===== src/hw/rtl/skmm_pkg.sv =====
`timescale 1ns / 1ps
// ----------------------------------------------------------------------------
// skmm_pkg
// Shared types and constants of the sorted key match and mark block.
// ----------------------------------------------------------------------------
package skmm_pkg;

  localparam int unsigned TABLE_DEPTH_DEF = 1024;
  localparam int unsigned KEY_CHARS_DEF   = 7;

  // fixed field widths of the stream payloads
  localparam int unsigned CMD_W    = 2;
  localparam int unsigned KEY_IN_W = 56;
  localparam int unsigned IDX_IN_W = 10;
  localparam int unsigned MCOUNT_W = 11;
  localparam int unsigned REPL_W   = 56;

  typedef enum logic [1:0] {
    CMD_LOAD  = 2'd0,
    CMD_QUERY = 2'd1,
    CMD_READ  = 2'd2
  } cmd_e;

  typedef enum logic [1:0] {
    STS_OK      = 2'd0,
    STS_FULL    = 2'd1,
    STS_RANGE   = 2'd2,
    STS_NOMATCH = 2'd3
  } status_e;

  typedef enum logic [2:0] {
    S_IDLE,
    S_SEARCH,
    S_SCAN,
    S_READ,
    S_RESP
  } state_e;

  typedef struct packed {
    status_e                     status;
    logic [MCOUNT_W-1:0]         match_count;
    logic [REPL_W-1:0]           replacement;
    logic                        replacement_valid;
  } result_t;

endpackage


===== src/hw/rtl/skmm_out_buf.sv =====
`timescale 1ns / 1ps
// ----------------------------------------------------------------------------
// skmm_out_buf
// Output register that holds one result until the master side takes it.
// ----------------------------------------------------------------------------
module skmm_out_buf (
  input  logic              clk_i,
  input  logic              rst_ni,
  input  logic              res_valid_i,
  output logic              res_ready_o,
  input  skmm_pkg::result_t res_i,
  output logic              out_valid_o,
  input  logic              out_ready_i,
  output skmm_pkg::result_t out_o
);

  logic              valid_q, valid_d;
  skmm_pkg::result_t data_q, data_d;

  assign res_ready_o = !valid_q || out_ready_i;
  assign out_valid_o = valid_q;
  assign out_o       = data_q;

  always_comb begin
    valid_d = valid_q;
    data_d  = data_q;
    if (res_ready_o) begin
      valid_d = res_valid_i;
      if (res_valid_i) begin
        data_d = res_i;
      end
    end
  end

  always_ff @(posedge clk_i or negedge rst_ni) begin
    if (!rst_ni) begin
      valid_q <= 1'b0;
    end else begin
      valid_q <= valid_d;
    end
  end

  always_ff @(posedge clk_i) begin
    data_q <= data_d;
  end

endmodule


===== config.mk =====
export PLATFORM = sky130hd
export DESIGN_NAME = skmm_out_buf
export DESIGN_NICKNAME = d
export VERILOG_FILES = /design/src/hw/rtl/skmm_pkg.sv /design/src/hw/rtl/skmm_out_buf.sv
export SDC_FILE = /design/constraint.sdc
export NUM_CORES = 1
export LEC_CHECK = 0
export ABC_CLOCK_PERIOD_IN_PS = 1700
export BUFFER_PORTS_ARGS = -buffer_cell sky130_fd_sc_hd__buf_2
export CAP_MARGIN = 15
export CORE_ASPECT_RATIO = 1.25
export CORE_UTILIZATION = 40
export CTS_CLUSTER_SIZE = 16
export DETAILED_ROUTE_END_ITERATION = 16
export PLACE_DENSITY = 0.81
export SKIP_CTS_REPAIR_TIMING = 1
export SLEW_MARGIN = 20
export SYNTH_ARGS = -nofsm -noshare
export SYNTH_HDL_FRONTEND = slang
export SYNTH_SLANG_ARGS = --single-unit

===== constraint.sdc =====
create_clock -name clk_i -period 1.7 [get_ports clk_i]
set_input_delay 0.17 -clock clk_i [delete_from_list [all_inputs] [get_ports clk_i]]
set_output_delay 0.17 -clock clk_i [all_outputs]
set_load 0.05 [all_outputs]

==> impl_metrics.env, run 1 <==
export IMPL_groute_usage_overall_pct=15.8
export IMPL_synthDominantCellAreaShare_pct=97.5
export IMPL_outcome="finished clean"
export IMPL_grt_overflow_total=0
export IMPL_cell_chosen_for_the_clock_root="sky130_fd_sc_hd__clkbuf_8"
export IMPL_post_synth_cell_area_avg_sq_um=29.1
export IMPL_drcViolationCount=0
export IMPL_antenna_found_initial=0
export IMPL_layout_worst_path_cycle_share_pct=78.2
export IMPL_synth_top_cell_by_area="sky130_fd_sc_hd__edfxtp_1"
export IMPL_rsz0062_at_grt="false"
export IMPL_antenna_violating_nets_post_route=0
export IMPL_worstPathCellList="nand2b_4, and2_4, buf_12"
export IMPL_io_pins=146
export IMPL_antenna_cells=0
export IMPL_clock_sinks=71
export IMPL_cts_max_path_buffers=2
export IMPL_crit_path_max_incr_delay_ns=0.43
export IMPL_layout_nets=361
export IMPL_max_freq_mhz=752
export IMPL_synthesis_nets=148
export IMPL_worst_path_buf_inv=1
export IMPL_ys_top_cells_by_area="sky130_fd_sc_hd__edfxtp_1 98%, sky130_fd_sc_hd__dfrtp_1 1.2%, sky130_fd_sc_hd__nand2b_4 0.64%"
export IMPL_min_delay_path_class="input port to register"
export IMPL_first_pass_detailed_route_iteration_total=4
export IMPL_vdd_drop_max_uv=784
export IMPL_syn_area_sq_mm=0.00216
export IMPL_crit_path_end_kind="register"
export IMPL_timing_final_crit_period_ns=1.33
export IMPL_clock_latency_ns=0.32
export IMPL_first_global_vias=1322
export IMPL_synthDistinctLibCells=5
export IMPL_final_critical_path_setup_slack_ns=0.370
export IMPL_layout_cells_most_common="sky130_fd_sc_hd__buf_2"
export IMPL_max_slew_margin_pct=76.3
export IMPL_grt_max_degree=71
export IMPL_synth_instances=74
export IMPL_synth_ff_latch_count=71
export IMPL_slew_violations=0
export IMPL_hold_violations=0
export IMPL_global_placement_routability_congestion=0.639
export IMPL_die_area_sq_mm=0.00569
export IMPL_worstMarginPinSlew_ns=0.356
export IMPL_design_core_area_sq_mm=0.00512
export IMPL_number_of_max_cap_violations=0
export IMPL_crit_path_start_kind="register"
export IMPL_timing_setup_critical_path_class="register to register"
export IMPL_timing_critical_path_slowest_stage_cell="sky130_fd_sc_hd__dfrtp_2"
export IMPL_timing_critical_path_arrival_ns=1.31
export IMPL_dieHeight_um=84.1
export IMPL_drive_gt1_share_pct=56.2
export IMPL_crit_family="flip-flops"
export IMPL_fp_row_count=29
export IMPL_sequential_share_of_the_synthesized_area_pct=98.7
export IMPL_vias=1547
export IMPL_power_density_cell_area_mw_per_mm2=1070
export IMPL_start_util_pct=42.1
export IMPL_timing_critical_path_required_ns=1.68
export IMPL_worstHoldStart="res_i[66]"
export IMPL_setup_violations_final=0
export IMPL_clkTransAtPathRegs_ns=0.08
export IMPL_stdcell_area_sq_mm=0.00373
export IMPL_detail_route_iter0_violations=107
export IMPL_die_w_um=67.7
export IMPL_r2r_start="out_valid_o$_DFFE_PN0P_"
export IMPL_cp_num_cells=3
export IMPL_fin_worst_skew_ns=0.00971
export IMPL_synth_warnings=0
export IMPL_syn2layout_area_growth_pct=73.0
export IMPL_worst_path_max_fanout=70
export IMPL_crit_start="out_valid_o$_DFFE_PN0P_"
export IMPL_dpl_instance_area_sq_mm=0.00298
export IMPL_detailedPlace_worstSlack_ns=0.382
export IMPL_mostFrequentLayoutCells="145 x sky130_fd_sc_hd__buf_2, 70 x sky130_fd_sc_hd__edfxtp_1, 56 x sky130_fd_sc_hd__dlygate4sd3_1"
export IMPL_wl_um=5580
export IMPL_buffer_ports_inserted=145
export IMPL_via_per_instance_ratio=4.37
export IMPL_dp_hpwl_um=3170
export IMPL_wire_per_inst_um=15.8
export IMPL_final_hold_worst_slack_ns=0.0211
export IMPL_clock_tree_from_tritoncts="built"
export IMPL_worstHoldPathCells=1
export IMPL_cts_made_buffers=9
export IMPL_wire_length_of_the_first_global_routing_pass_um=6060
export IMPL_ctsHtreeMaxLevel=3
export IMPL_ff2ff_path_depth=3
export IMPL_p_leak_nw=1.60
logic make-up (layout without fill, tap and decap cells):
group | Yosys count | count (layout) | share of synthesized area, %
DFF | 71 | 71 | 98.7
and+or+nand+nor | 3 | 3 | 1.33
buffers and inverters | 0 | 218 | 0
worst register-to-register path, stage by stage, from the launching register on:
cell,delay [ns]
sky130_fd_sc_hd__dfrtp_2,0.43
sky130_fd_sc_hd__nand2b_4,0.09
sky130_fd_sc_hd__and2_4,0.15
sky130_fd_sc_hd__buf_12,0.32
final cells by class:
class / instances / area (sq um)
clock buffers: 9 / 124
multi-input cells: 3 / 28.8
well taps: 62 / 77.6
repair buffers: 202 / 1310
fillers: 319 / 1390
flip-flops and latches: 71 / 2130
clock inverters: 7 / 63.8
stage by stage:
stage                     power, mW  cells  utilization (%)  TNS (ns)
after global placement         2.65    282             58.3         0
after detailed placement       2.66    282             58.3         0
after global routing           4.11    354             72.9         0
after CTS                      3.90    298             61.9         0
final                          3.99    354             72.9         0
after floorplan                2.47     74                -     -1.80
state kept, by name (all words and copies together), names as in the netlist:
register / count
out_valid_o: 1
out_o: 70
power by group:
part	total (mW)	internal [mW]	leakage (nW)	switching [mW]
combinational	0.662	0.213	0.828	0.449
sequential	2.06	2.04	0.677	0.0256
clock	1.27	0.665	0.0924	0.600
per-layer routing:
metal | wire [um] | up-vias | track usage [%] | part of all wire, %
met5 | 0 | - | 0 | 0
met2 | 3250 | 67 | 25.7 | 58
met3 | 296 | 10 | 8.06 | 5.3
li1 | - | 722 | - | -
met4 | 121 | 0 | 7.74 | 2.2
met1 | 1920 | 748 | 16.2 | 34
path summary, 6_finish.rpt:
check / endpoint / slack [ns]
max in group asynchronous: out_valid_o$_DFFE_PN0P_ / 1.43
worst max register to register: out_o[3]$_DFFE_PP_ / 0.37
worst max-delay path: out_o[3]$_DFFE_PP_ / 0.37
min in group asynchronous: out_valid_o$_DFFE_PN0P_ / 0.17
worst min register to register: out_valid_o$_DFFE_PN0P_ / 0.55
worst min-delay path: out_o[66]$_DFFE_PP_ / 0.02
cells in the mapped netlist:
library cell / count
sky130_fd_sc_hd__dfrtp_1: 1
sky130_fd_sc_hd__nand2b_1: 1
sky130_fd_sc_hd__edfxtp_1: 70
sky130_fd_sc_hd__and2_4: 1
sky130_fd_sc_hd__nand2b_4: 1
Power figures use the tool's default switching activity.
==> run 2: changes to the inputs <==
ABC_CLOCK_PERIOD_IN_PS = 1100   (was 1700)
CORE_UTILIZATION = 37   (was 40)
PLACE_DENSITY = 0.79   (was 0.81)
clock period = 1.1 ns   (was 1.7 ns; I/O delays follow)
==> run 2 against run 1 <==
Critical path type is now register to output port. Largest cell class unchanged. Combinational power is 66% higher. Sequential share of layout area is 2.4 points lower. Register-to-register slack worse by 0.46 ns. Total power is 47% higher. The run now ends with setup timing left. Core utilization is 2.4 points lower. Setup slack worse by 0.48 ns.
==> impl_metrics.env, run 2 (synthesized netlist as in run 1, its figures left out) <==
export IMPL_timing_setup_critical_path_class="register to output port"
export IMPL_slew_violations=0
export IMPL_register_area_sq_mm=0.00213
export IMPL_drive_gt1_share_pct=52.8
export IMPL_wire_per_inst_um=15.7
export IMPL_ctsHtreeMaxLevel=3
export IMPL_power_density_cell_area_mw_per_mm2=1510
export IMPL_io_pins=146
export IMPL_cts_max_path_buffers=2
export IMPL_setup_violations_final=72
export IMPL_detail_route_iter0_violations=56
export IMPL_outcome="complete, but fails checks"
export IMPL_number_of_fillers_in_the_final_layout=360
export IMPL_utilization_pct=70.5
export IMPL_first_pass_detailed_route_iteration_total=4
export IMPL_timing_critical_path_required_ns=0.99
export IMPL_via_per_instance_ratio=4.36
export IMPL_vias=1617
export IMPL_timing_final_crit_period_ns=1.21
export IMPL_hold_violations=0
export IMPL_wl_um=5820
export IMPL_r2r_start="out_valid_o$_DFFE_PN0P_"
export IMPL_grt_max_degree=29
export IMPL_crit_path_start_kind="register"
export IMPL_design_core_area_sq_mm=0.00552
export IMPL_crit_reg2reg_capture="out_o[10]$_DFFE_PP_"
export IMPL_fin_worst_skew_ns=0.00652
export IMPL_ff2ff_path_depth=3
export IMPL_p_leak_nw=1.66
export IMPL_number_of_max_cap_violations=0
export IMPL_antenna_found_initial=0
export IMPL_antenna_cells=0
export IMPL_fin_tns_setup_ns=-5.40
export IMPL_final_critical_path_setup_slack_ns=-0.105
export IMPL_antenna_violating_nets_post_route=0
export IMPL_rsz0062_at_grt="true"
export IMPL_layout_nets=380
export IMPL_die_area_sq_mm=0.00614
export IMPL_wire_length_of_the_first_global_routing_pass_um=5820
export IMPL_cell_chosen_for_the_clock_root="sky130_fd_sc_hd__clkbuf_8"
export IMPL_crit_path_end_kind="output port"
export IMPL_worst_path_max_fanout=2
export IMPL_max_slew_margin_pct=82.1
export IMPL_start_util_pct=39.1
export IMPL_clkTransAtPathRegs_ns=0.06
export IMPL_worstMarginPinSlew_ns=0.271
export IMPL_buffer_ports_inserted=145
export IMPL_clock_sinks=71
export IMPL_max_ffs_per_register=70
export IMPL_die_w_um=70.3
export IMPL_layout_worst_path_cycle_share_pct=110
export IMPL_dieHeight_um=87.3
export IMPL_min_delay_path_class="input port to async pin"
export IMPL_failing_checks="setup timing"
export IMPL_power_mw=5.87
export IMPL_global_placement_routability_congestion=0.711
export IMPL_area_taken_by_multi_input_logic_gates_sq_um=28.8
export IMPL_timing_critical_path_arrival_ns=1.10
export IMPL_drcViolationCount=0
export IMPL_mostFrequentLayoutCells="144 x sky130_fd_sc_hd__buf_2, 72 x sky130_fd_sc_hd__dlygate4sd3_1, 70 x sky130_fd_sc_hd__edfxtp_1"
export IMPL_fp_row_count=30
export IMPL_groute_usage_overall_pct=13.3
export IMPL_clock_latency_ns=0.32
export IMPL_cts_made_buffers=9
export IMPL_syn2layout_area_growth_pct=80.5
export IMPL_max_freq_mhz=830
export IMPL_clock_tree_from_tritoncts="built"
export IMPL_grt_overflow_total=0
export IMPL_final_hold_worst_slack_ns=0.0909
export IMPL_layout_cells_most_common="sky130_fd_sc_hd__buf_2"
export IMPL_reg2reg_slack_ns=-0.09
export IMPL_vdd_drop_max_uv=871
export IMPL_first_global_vias=1231
[run 2: worst max-delay path by stage]
stage / startpoint / to / slack (ns) / cells past startpoint
after global placement: out_valid_o$_DFFE_PN0P_ / out_o[67]$_DFFE_PP_ / -0.07 / 3
final: out_valid_o$_DFFE_PN0P_ / res_ready_o / -0.11 / 3
after floorplan: out_valid_o$_DFFE_PN0P_ / out_o[0]$_DFFE_PP_ / -0.63 / 2
after detailed placement: out_valid_o$_DFFE_PN0P_ / out_o[23]$_DFFE_PP_ / -0.1 / 3
after CTS: out_valid_o$_DFFE_PN0P_ / res_ready_o / -0.19 / 3
after global routing: out_valid_o$_DFFE_PN0P_ / res_ready_o / -0.14 / 3
[run 2: per-stage QoR]
step / setup slack, ns / std cells / cell area, sq um
after floorplan: -0.626 / 74 / 2160
after detailed placement: -0.0987 / 287 / 3020
after global placement: -0.0682 / 287 / 3020
after CTS: -0.188 / 299 / 3160
after global routing: -0.138 / 371 / 3890
final: -0.105 / 371 / 3890
[run 2: report_power, final]
part           internal (mW)  leakage [nW]  total (mW)  switching [mW]
clock                  0.752        0.0680        1.58           0.827
combinational          0.389         0.919        1.10           0.709
sequential              3.15         0.677        3.19          0.0379
[run 2: area by class of cell]
class,count,share of cell area [%]
Clock inverter,3,0.386
Multi-Input combinational cell,3,0.740
Clock buffer,9,3.18
Tap cell,64,2.06
Timing Repair Buffer,221,38.9
Sequential cell,71,54.7
[run 2: layer usage]
metal	GRT usage, %	routed length, um	up-vias	part of all wire, %
met3	4.40	369	16	6.3
met2	21.7	3390	89	58
li1	-	-	759	-
met1	14.9	1910	753	33
met5	0	0	-	0
met4	8.91	150	0	2.6
[run 2: worst max-delay path, stage by stage, from the launching register on]
cell and delay [ns]:
sky130_fd_sc_hd__dfrtp_2 0.43, sky130_fd_sc_hd__nand2b_4 0.08, sky130_fd_sc_hd__buf_4 0.13, sky130_fd_sc_hd__buf_8 0.14
