`config.mk`:
```
export PLATFORM = sky130hd
export DESIGN_NAME = skmm_ctrl
export DESIGN_NICKNAME = d
export VERILOG_FILES = /design/src/hw/rtl/skmm_pkg.sv /design/src/hw/rtl/skmm_ctrl.sv
export SDC_FILE = /design/constraint.sdc
export NUM_CORES = 1
export LEC_CHECK = 0
export BUFFER_PORTS_ARGS = -buffer_cell sky130_fd_sc_hd__buf_2
export CORE_MARGIN = 3
export CORE_UTILIZATION = 40
export DETAILED_ROUTE_END_ITERATION = 16
export PLACE_DENSITY = 0.74
export SYNTH_ARGS = -nofsm -noshare
export SYNTH_HDL_FRONTEND = slang
export SYNTH_SLANG_ARGS = --single-unit
```
`constraint.sdc`:
```
create_clock -name clk_i -period 7.1 [get_ports clk_i]
set_input_delay 0.355 -clock clk_i [delete_from_list [all_inputs] [get_ports clk_i]]
set_output_delay 0.355 -clock clk_i [all_outputs]
set_load 0.1 [all_outputs]
```
`src/hw/rtl/skmm_pkg.sv`:
```
`timescale 1ns / 1ps
// ----------------------------------------------------------------------------
// skmm_pkg
// Shared types and constants of the sorted key match and mark block.
// ----------------------------------------------------------------------------
package skmm_pkg;

  localparam int unsigned TABLE_DEPTH_DEF = 1024;
  localparam int unsigned KEY_CHARS_DEF   = 7;

  // fixed field widths of the stream payloads
  localparam int unsigned CMD_W    = 2;
  localparam int unsigned KEY_IN_W = 56;
  localparam int unsigned IDX_IN_W = 10;
  localparam int unsigned MCOUNT_W = 11;
  localparam int unsigned REPL_W   = 56;

  typedef enum logic [1:0] {
    CMD_LOAD  = 2'd0,
    CMD_QUERY = 2'd1,
    CMD_READ  = 2'd2
  } cmd_e;

  typedef enum logic [1:0] {
    STS_OK      = 2'd0,
    STS_FULL    = 2'd1,
    STS_RANGE   = 2'd2,
    STS_NOMATCH = 2'd3
  } status_e;

  typedef enum logic [2:0] {
    S_IDLE,
    S_SEARCH,
    S_SCAN,
    S_READ,
    S_RESP
  } state_e;

  typedef struct packed {
    status_e                     status;
    logic [MCOUNT_W-1:0]         match_count;
    logic [REPL_W-1:0]           replacement;
    logic                        replacement_valid;
  } result_t;

endpackage

```
`src/hw/rtl/skmm_ctrl.sv`:
```
`timescale 1ns / 1ps
// ----------------------------------------------------------------------------
// skmm_ctrl
// Command sequencer: loads keys, runs the binary search and the marking scan
// over the key memory, reads marks, and builds one result per transaction.
// ----------------------------------------------------------------------------
module skmm_ctrl #(
  parameter int unsigned TABLE_DEPTH = skmm_pkg::TABLE_DEPTH_DEF,
  parameter int unsigned KEY_CHARS   = skmm_pkg::KEY_CHARS_DEF
) (
  input  logic                                clk_i,
  input  logic                                rst_ni,
  input  logic                                in_valid_i,
  output logic                                in_ready_o,
  input  logic [skmm_pkg::CMD_W-1:0]          cmd_i,
  input  logic [skmm_pkg::KEY_IN_W-1:0]       key_i,
  input  logic [skmm_pkg::KEY_IN_W-1:0]       new_key_i,
  input  logic [skmm_pkg::IDX_IN_W-1:0]       idx_i,
  output logic                                res_valid_o,
  input  logic                                res_ready_i,
  output skmm_pkg::result_t                   res_o,
  output logic                                key_we_o,
  output logic [$clog2(TABLE_DEPTH)-1:0]      key_waddr_o,
  output logic [8*KEY_CHARS-1:0]              key_wdata_o,
  output logic                                key_re_o,
  output logic [$clog2(TABLE_DEPTH)-1:0]      key_raddr_o,
  input  logic [8*KEY_CHARS-1:0]              key_rdata_i,
  output logic                                mark_we_o,
  output logic [$clog2(TABLE_DEPTH)-1:0]      mark_waddr_o,
  output logic [8*KEY_CHARS:0]                mark_wdata_o,
  output logic                                mark_re_o,
  output logic [$clog2(TABLE_DEPTH)-1:0]      mark_raddr_o,
  input  logic [8*KEY_CHARS:0]                mark_rdata_i
);

  localparam int unsigned IDX_W = $clog2(TABLE_DEPTH);
  localparam int unsigned KW    = 8 * KEY_CHARS;
  localparam int unsigned CNT_W = $clog2(TABLE_DEPTH + 1);
  localparam int unsigned PW    = CNT_W + 1;
  localparam int unsigned CW    = (CNT_W > skmm_pkg::IDX_IN_W) ? CNT_W : skmm_pkg::IDX_IN_W;
  localparam int unsigned MW    = (CNT_W > skmm_pkg::MCOUNT_W) ? CNT_W : skmm_pkg::MCOUNT_W;

  localparam logic [CNT_W-1:0] DEPTH_CNT = CNT_W'(TABLE_DEPTH);
  // largest power of two not above the depth
  localparam logic [PW-1:0]    TOP_STEP  = PW'(1) << (CNT_W - 1);
  localparam logic [PW-1:0]    ONE_STEP  = PW'(1);

  skmm_pkg::state_e  state_q, state_d;
  logic [KW-1:0]     old_key_q, old_key_d;
  logic [KW-1:0]     new_key_q, new_key_d;
  logic [PW-1:0]     step_q, step_d;
  logic [PW-1:0]     loc_q, loc_d;
  logic [PW-1:0]     probe_q, probe_d;
  logic              pend_q, pend_d;
  logic [CNT_W-1:0]  found_q, found_d;
  logic [CNT_W-1:0]  count_q, count_d;
  skmm_pkg::result_t res_q, res_d;

  logic [63:0]       key_ext, new_ext, repl_ext;
  logic [KW-1:0]     key_in, new_in;
  logic [CW-1:0]     idx_ext;
  logic              idx_in_range;
  logic [PW-1:0]     count_ext;
  logic              key_lt, key_gt, key_eq;
  logic [PW-1:0]     search_loc;
  logic [PW-1:0]     next_probe;
  logic [MW-1:0]     found_ext;

  assign key_ext      = 64'(key_i);
  assign new_ext      = 64'(new_key_i);
  assign key_in       = key_ext[KW-1:0];
  assign new_in       = new_ext[KW-1:0];
  assign idx_ext      = CW'(idx_i);
  assign idx_in_range = idx_ext < CW'(count_q);
  assign count_ext    = PW'(count_q);
  assign repl_ext     = 64'(mark_rdata_i[KW-1:0]);
  assign found_ext    = MW'(found_q);

  assign key_lt = key_rdata_i < old_key_q;
  assign key_gt = key_rdata_i > old_key_q;
  assign key_eq = key_rdata_i == old_key_q;

  // location after folding in the probe whose key has just come back
  assign search_loc = (pend_q && key_lt) ? probe_q : loc_q;

  assign in_ready_o  = state_q == skmm_pkg::S_IDLE;
  assign res_valid_o = state_q == skmm_pkg::S_RESP;
  assign res_o       = res_q;

  always_comb begin
    state_d = state_q;
    unique case (state_q)
      skmm_pkg::S_IDLE: begin
        if (in_valid_i) begin
          priority case (cmd_i)
            skmm_pkg::CMD_QUERY: state_d = skmm_pkg::S_SEARCH;
            skmm_pkg::CMD_READ:  state_d = idx_in_range ? skmm_pkg::S_READ : skmm_pkg::S_RESP;
            default:             state_d = skmm_pkg::S_RESP;
          endcase
        end
      end
      skmm_pkg::S_SEARCH: begin
        if (step_q == ONE_STEP) begin
          state_d = skmm_pkg::S_SCAN;
        end
      end
      skmm_pkg::S_SCAN: begin
        if (!pend_q || key_gt) begin
          state_d = skmm_pkg::S_RESP;
        end
      end
      skmm_pkg::S_READ: state_d = skmm_pkg::S_RESP;
      skmm_pkg::S_RESP: begin
        if (res_ready_i) begin
          state_d = skmm_pkg::S_IDLE;
        end
      end
      default: state_d = skmm_pkg::S_IDLE;
    endcase
  end

  always_comb begin
    old_key_d    = old_key_q;
    new_key_d    = new_key_q;
    step_d       = step_q;
    loc_d        = loc_q;
    probe_d      = probe_q;
    pend_d       = pend_q;
    found_d      = found_q;
    count_d      = count_q;
    res_d        = res_q;
    key_we_o     = 1'b0;
    key_waddr_o  = count_q[IDX_W-1:0];
    key_wdata_o  = key_in;
    key_re_o     = 1'b0;
    key_raddr_o  = '0;
    mark_we_o    = 1'b0;
    mark_waddr_o = count_q[IDX_W-1:0];
    mark_wdata_o = '0;
    mark_re_o    = 1'b0;
    mark_raddr_o = idx_ext[IDX_W-1:0];
    next_probe   = search_loc + (step_q >> 1);

    unique case (state_q)
      skmm_pkg::S_IDLE: begin
        if (in_valid_i) begin
          res_d.status            = skmm_pkg::STS_OK;
          res_d.match_count       = '0;
          res_d.replacement       = '0;
          res_d.replacement_valid = 1'b0;
          priority case (cmd_i)
            skmm_pkg::CMD_LOAD: begin
              if (count_q == DEPTH_CNT) begin
                res_d.status = skmm_pkg::STS_FULL;
              end else begin
                // the entry's mark is cleared as its key is loaded
                key_we_o  = 1'b1;
                mark_we_o = 1'b1;
                count_d   = count_q + CNT_W'(1);
              end
            end
            skmm_pkg::CMD_QUERY: begin
              old_key_d   = key_in;
              new_key_d   = new_in;
              loc_d       = '0;
              found_d     = '0;
              step_d      = TOP_STEP;
              probe_d     = TOP_STEP;
              pend_d      = TOP_STEP < count_ext;
              key_re_o    = TOP_STEP < count_ext;
              key_raddr_o = TOP_STEP[IDX_W-1:0];
            end
            skmm_pkg::CMD_READ: begin
              if (idx_in_range) begin
                mark_re_o = 1'b1;
              end else begin
                res_d.status = skmm_pkg::STS_RANGE;
              end
            end
            default: ;
          endcase
        end
      end
      skmm_pkg::S_SEARCH: begin
        loc_d = search_loc;
        if (step_q == ONE_STEP) begin
          // last step done: start the forward scan at the found location
          probe_d     = search_loc;
          pend_d      = search_loc < count_ext;
          key_re_o    = search_loc < count_ext;
          key_raddr_o = search_loc[IDX_W-1:0];
        end else begin
          step_d      = step_q >> 1;
          probe_d     = next_probe;
          pend_d      = next_probe < count_ext;
          key_re_o    = next_probe < count_ext;
          key_raddr_o = next_probe[IDX_W-1:0];
        end
      end
      skmm_pkg::S_SCAN: begin
        if (pend_q && !key_gt) begin
          if (key_eq) begin
            mark_we_o    = 1'b1;
            mark_waddr_o = probe_q[IDX_W-1:0];
            mark_wdata_o = {1'b1, new_key_q};
            found_d      = found_q + CNT_W'(1);
          end
          probe_d     = probe_q + PW'(1);
          pend_d      = (probe_q + PW'(1)) < count_ext;
          key_re_o    = (probe_q + PW'(1)) < count_ext;
          key_raddr_o = probe_d[IDX_W-1:0];
        end else begin
          res_d.status      = (found_q == '0) ? skmm_pkg::STS_NOMATCH : skmm_pkg::STS_OK;
          res_d.match_count = found_ext[skmm_pkg::MCOUNT_W-1:0];
        end
      end
      skmm_pkg::S_READ: begin
        res_d.replacement       = repl_ext[skmm_pkg::REPL_W-1:0];
        res_d.replacement_valid = mark_rdata_i[KW];
      end
      skmm_pkg::S_RESP: ;
      default: ;
    endcase
  end

  always_ff @(posedge clk_i or negedge rst_ni) begin
    if (!rst_ni) begin
      state_q <= skmm_pkg::S_IDLE;
      count_q <= '0;
      pend_q  <= 1'b0;
      step_q  <= '0;
    end else begin
      state_q <= state_d;
      count_q <= count_d;
      pend_q  <= pend_d;
      step_q  <= step_d;
    end
  end

  always_ff @(posedge clk_i) begin
    old_key_q <= old_key_d;
    new_key_q <= new_key_d;
    loc_q     <= loc_d;
    probe_q   <= probe_d;
    found_q   <= found_d;
    res_q     <= res_d;
  end

endmodule

```
==> impl_metrics.json <==
{
  "clock_path_buffers": 3,
  "routed_via_density": 5.20,
  "die_h_um": 188,
  "syn_inst": 1153,
  "pin_count": 470,
  "drt-initial-drc-count": 878,
  "portBuffers": 469,
  "critPathKind": "flip-flop to output pin",
  "clk_latency_ns": 0.56,
  "rsz0062_at_grt": "no",
  "slew_headroom_pct": 25.6,
  "grt_max_degree": 64,
  "hold_violations": 0,
  "drv_cap": 0,
  "first_pass_iters": 5,
  "pre_cts_slack_ns": 0.775,
  "clock-sinks": 243,
  "syn_nets": 1508,
  "via_count": 11036,
  "gp_congestion": 0.914,
  "path_max_fanout": 15,
  "holdWs_ns": 0.0462,
  "synth_cell_types": 66,
  "end_kind": "output pin",
  "numCtsBuffers": 28,
  "synthTopCellsByArea": "edfxtp_1 49%, ha_1 11%, dfrtp_1 4.9%",
  "first_global_vias": 11217,
  "finalCritPeriodShare_pct": 93.2,
  "cp.arrival_ns": 6.26,
  "grt_pass1_wl_um": 64000,
  "finalSetupViolCount": 0,
  "setup_tns_ns": 0,
  "fmaxAchievable_mhz": 151,
  "dp_hpwl_um": 29900,
  "htreeDepth": 1,
  "wire_per_inst_um": 20.0,
  "rrSetupSlack_ns": 1.44,
  "grt_use_total_pct": 23.0,
  "die_area_um2": 35200,
  "period_needed_ns": 6.62,
  "rr_endpoint": "pend_q",
  "yosysTopAreaCell": "edfxtp_1",
  "slowest_stage": "or4b_1",
  "power_density_nw_per_um2": 362,
  "drc_errors": 0,
  "synth_seq_cells": 243,
  "placementRows": 65,
  "slowest_delay_ns": 0.57,
  "clk_pin_slew_worst_paths_ns": 0.07,
  "status": "completed",
  "syn_area_um2": 13200,
  "synth-edff-count": 217,
  "cts_root_buf": "clkbuf_16",
  "synthFlopType": "edfxtp_1",
  "rr_startpoint": "old_key_q[13]",
  "die_width_um": 188,
  "final_common_cell": "buf_2",
  "path_buf_inv": 3,
  "final_core_utilization_pct": 54.6,
  "nFillCells": 2726,
  "antenna_found_initial": 3,
  "finalWorstSetupSlack_ns": 0.484,
  "startpoint_type": "flip-flop",
  "hold_path_end": "old_key_q[52]",
  "hold_path_depth": 1,
  "finalPower_w": 0.00634,
  "yosysTopAreaCellShare_pct": 49.4,
  "seq_area_frac_synth_pct": 54.4,
  "finalWirelength_um": 42300,
  "worstPathRequired_ns": 6.74,
  "hp-start": "key_i[52]",
  "syn_avg_cell_area_um2": 11.4,
  "cp_top_family": "compound AO/OA/AOI/OAI gates",
  "clock_skew_ns": 0.0315,
  "synthArstFlopShare_pct": 10.7,
  "globalRoute.totalOverflow": 0,
  "start_util_pct": 41.1,
  "core-area_um2": 32000,
  "area_delta_synth_final_pct": 32.8,
  "layout_common_cells": "468 x buf_2, 217 x edfxtp_1, 113 x ha_1, 112 x dlygate4sd3_1, 94 x inv_1",
  "worst_slew_pin_slew_ns": 1.11,
  "drive_above_1_share_pct": 31.9,
  "p_leak_nw": 8.28,
  "layout.nets": 2016,
  "hp-class": "primary input to flip-flop",
  "peakVddDrop_uv": 224,
  "ys_warn_count": 0,
  "antenna_left": 0,
  "tritoncts": "built",
  "cp_common_cell": "ha_1",
  "r2r_cells": 24,
  "report.final.slew_viol_count": 0
}
## state kept, by name, indices dropped and copies added (netlist names)
name       count
res_o         70
new_key_q     56
old_key_q     56
loc_q         12
probe_q       12
count_q       11
found_ext     11
step_q        11
state_q        3
pend_q         1
## report_power, final
group | switching, W | internal, W
Combinational | 0.00216 | 0.000672
Clock | 0.000607 | 0.000838
Sequential | 0.000187 | 0.00188
## per-layer routing
metal / share of wire, % / GRT usage, % / up-vias / wire [um]
met2: 49 / 38.6 / 577 / 20500
met1: 39 / 28.6 / 5265 / 16400
met4: 4.1 / 9.49 / 0 / 1750
li1: - / - / 5084 / -
met3: 8.6 / 5.53 / 110 / 3630
met5: 0 / 0 / - / 0
## repair_timing
action / CTS / global route
hold buffers: 111 / 1
setup endpoints to repair: 0 / 1
buffers inserted: 0 / 0
hold endpoints to repair: 136 / 1
resized for setup: 0 / 5
## cell usage after synthesis, drive strengths merged (8+ instances only)
cell type	number
nand2	76
ha	113
a211oi	8
nand4	22
mux2i	8
nor3	13
and3	67
nor2	62
clkbuf	34
xor2	15
a21oi	44
nor4	8
and2	72
xnor2	22
edfxtp	217
buf	78
o21ai	44
nand3	32
inv	95
dfrtp	26
a21o	19
## per-stage QoR
step                      area (um^2)  instances
after global placement          15400       1954
after CTS                       17500       2116
final                           17500       2121
after floorplan                 13200       1153
after detailed placement        15400       1954
after global routing            17500       2120
## logic make-up (layout without fill, tap and decap cells)
| logic type | count (synthesis) | after routing | synth area share, % |
|---|---|---|---|
| simple gates | 376 | 376 | 15.1 |
| flops | 243 | 243 | 54.4 |
| buf+inv | 207 | 736 | 8.11 |
| compound gates | 165 | 165 | 8.13 |
| fa+ha+maj | 114 | 114 | 10.9 |
| xor+xnor | 37 | 37 | 2.46 |
| mux | 11 | 11 | 0.921 |
| other cells | 0 | 4 | 0 |
## worst register-to-register path, cell delays in order, from the launching register on
cell and delay (ns):
edfxtp_1 0.38, inv_1 0.10, ha_1 0.26, nand4_1 0.19
nor3_1 0.12, a21boi_0 0.13, or4b_1 0.57, a31oi_4 0.28
nand2_8 0.18, a21oi_1 0.29, inv_1 0.07, ha_1 0.23
fa_1 0.41, a21o_1 0.20, a21oi_1 0.22, o21ai_0 0.16
nor4_1 0.18, nor3_1 0.13, a31oi_1 0.27, xor2_1 0.11
ha_1 0.32, o2111ai_1 0.11, a21o_1 0.16, a31oi_1 0.25
o311ai_0 0.19
## final cells by class
class	count	area, um^2	area share (%)
clock buffers	34	723	4.13
inverters	95	360	2.06
clock inverters	17	184	1.05
flip-flops and latches	243	7170	40.9
diodes	4	10.0	0.0572
multi-input cells	703	4980	28.4
well taps	435	544	3.11
repair buffers	590	3540	20.2
## worst max path at each step
stage	startpoint	endpoint	slack, ns	cells after the start
2_1_floorplan	state_q[0]	key_re_o	0.96	9
3_3_place_gp	key_rdata_i[38]	key_re_o	0.93	23
3_5_place_dp	key_rdata_i[39]	key_re_o	0.78	23
4_1_cts	old_key_q[38]	key_re_o	0.28	23
5_1_grt	old_key_q[38]	key_re_o	0.0007	25
6_report	old_key_q[13]	key_re_o	0.48	25
(Power assumes the default switching activity.)
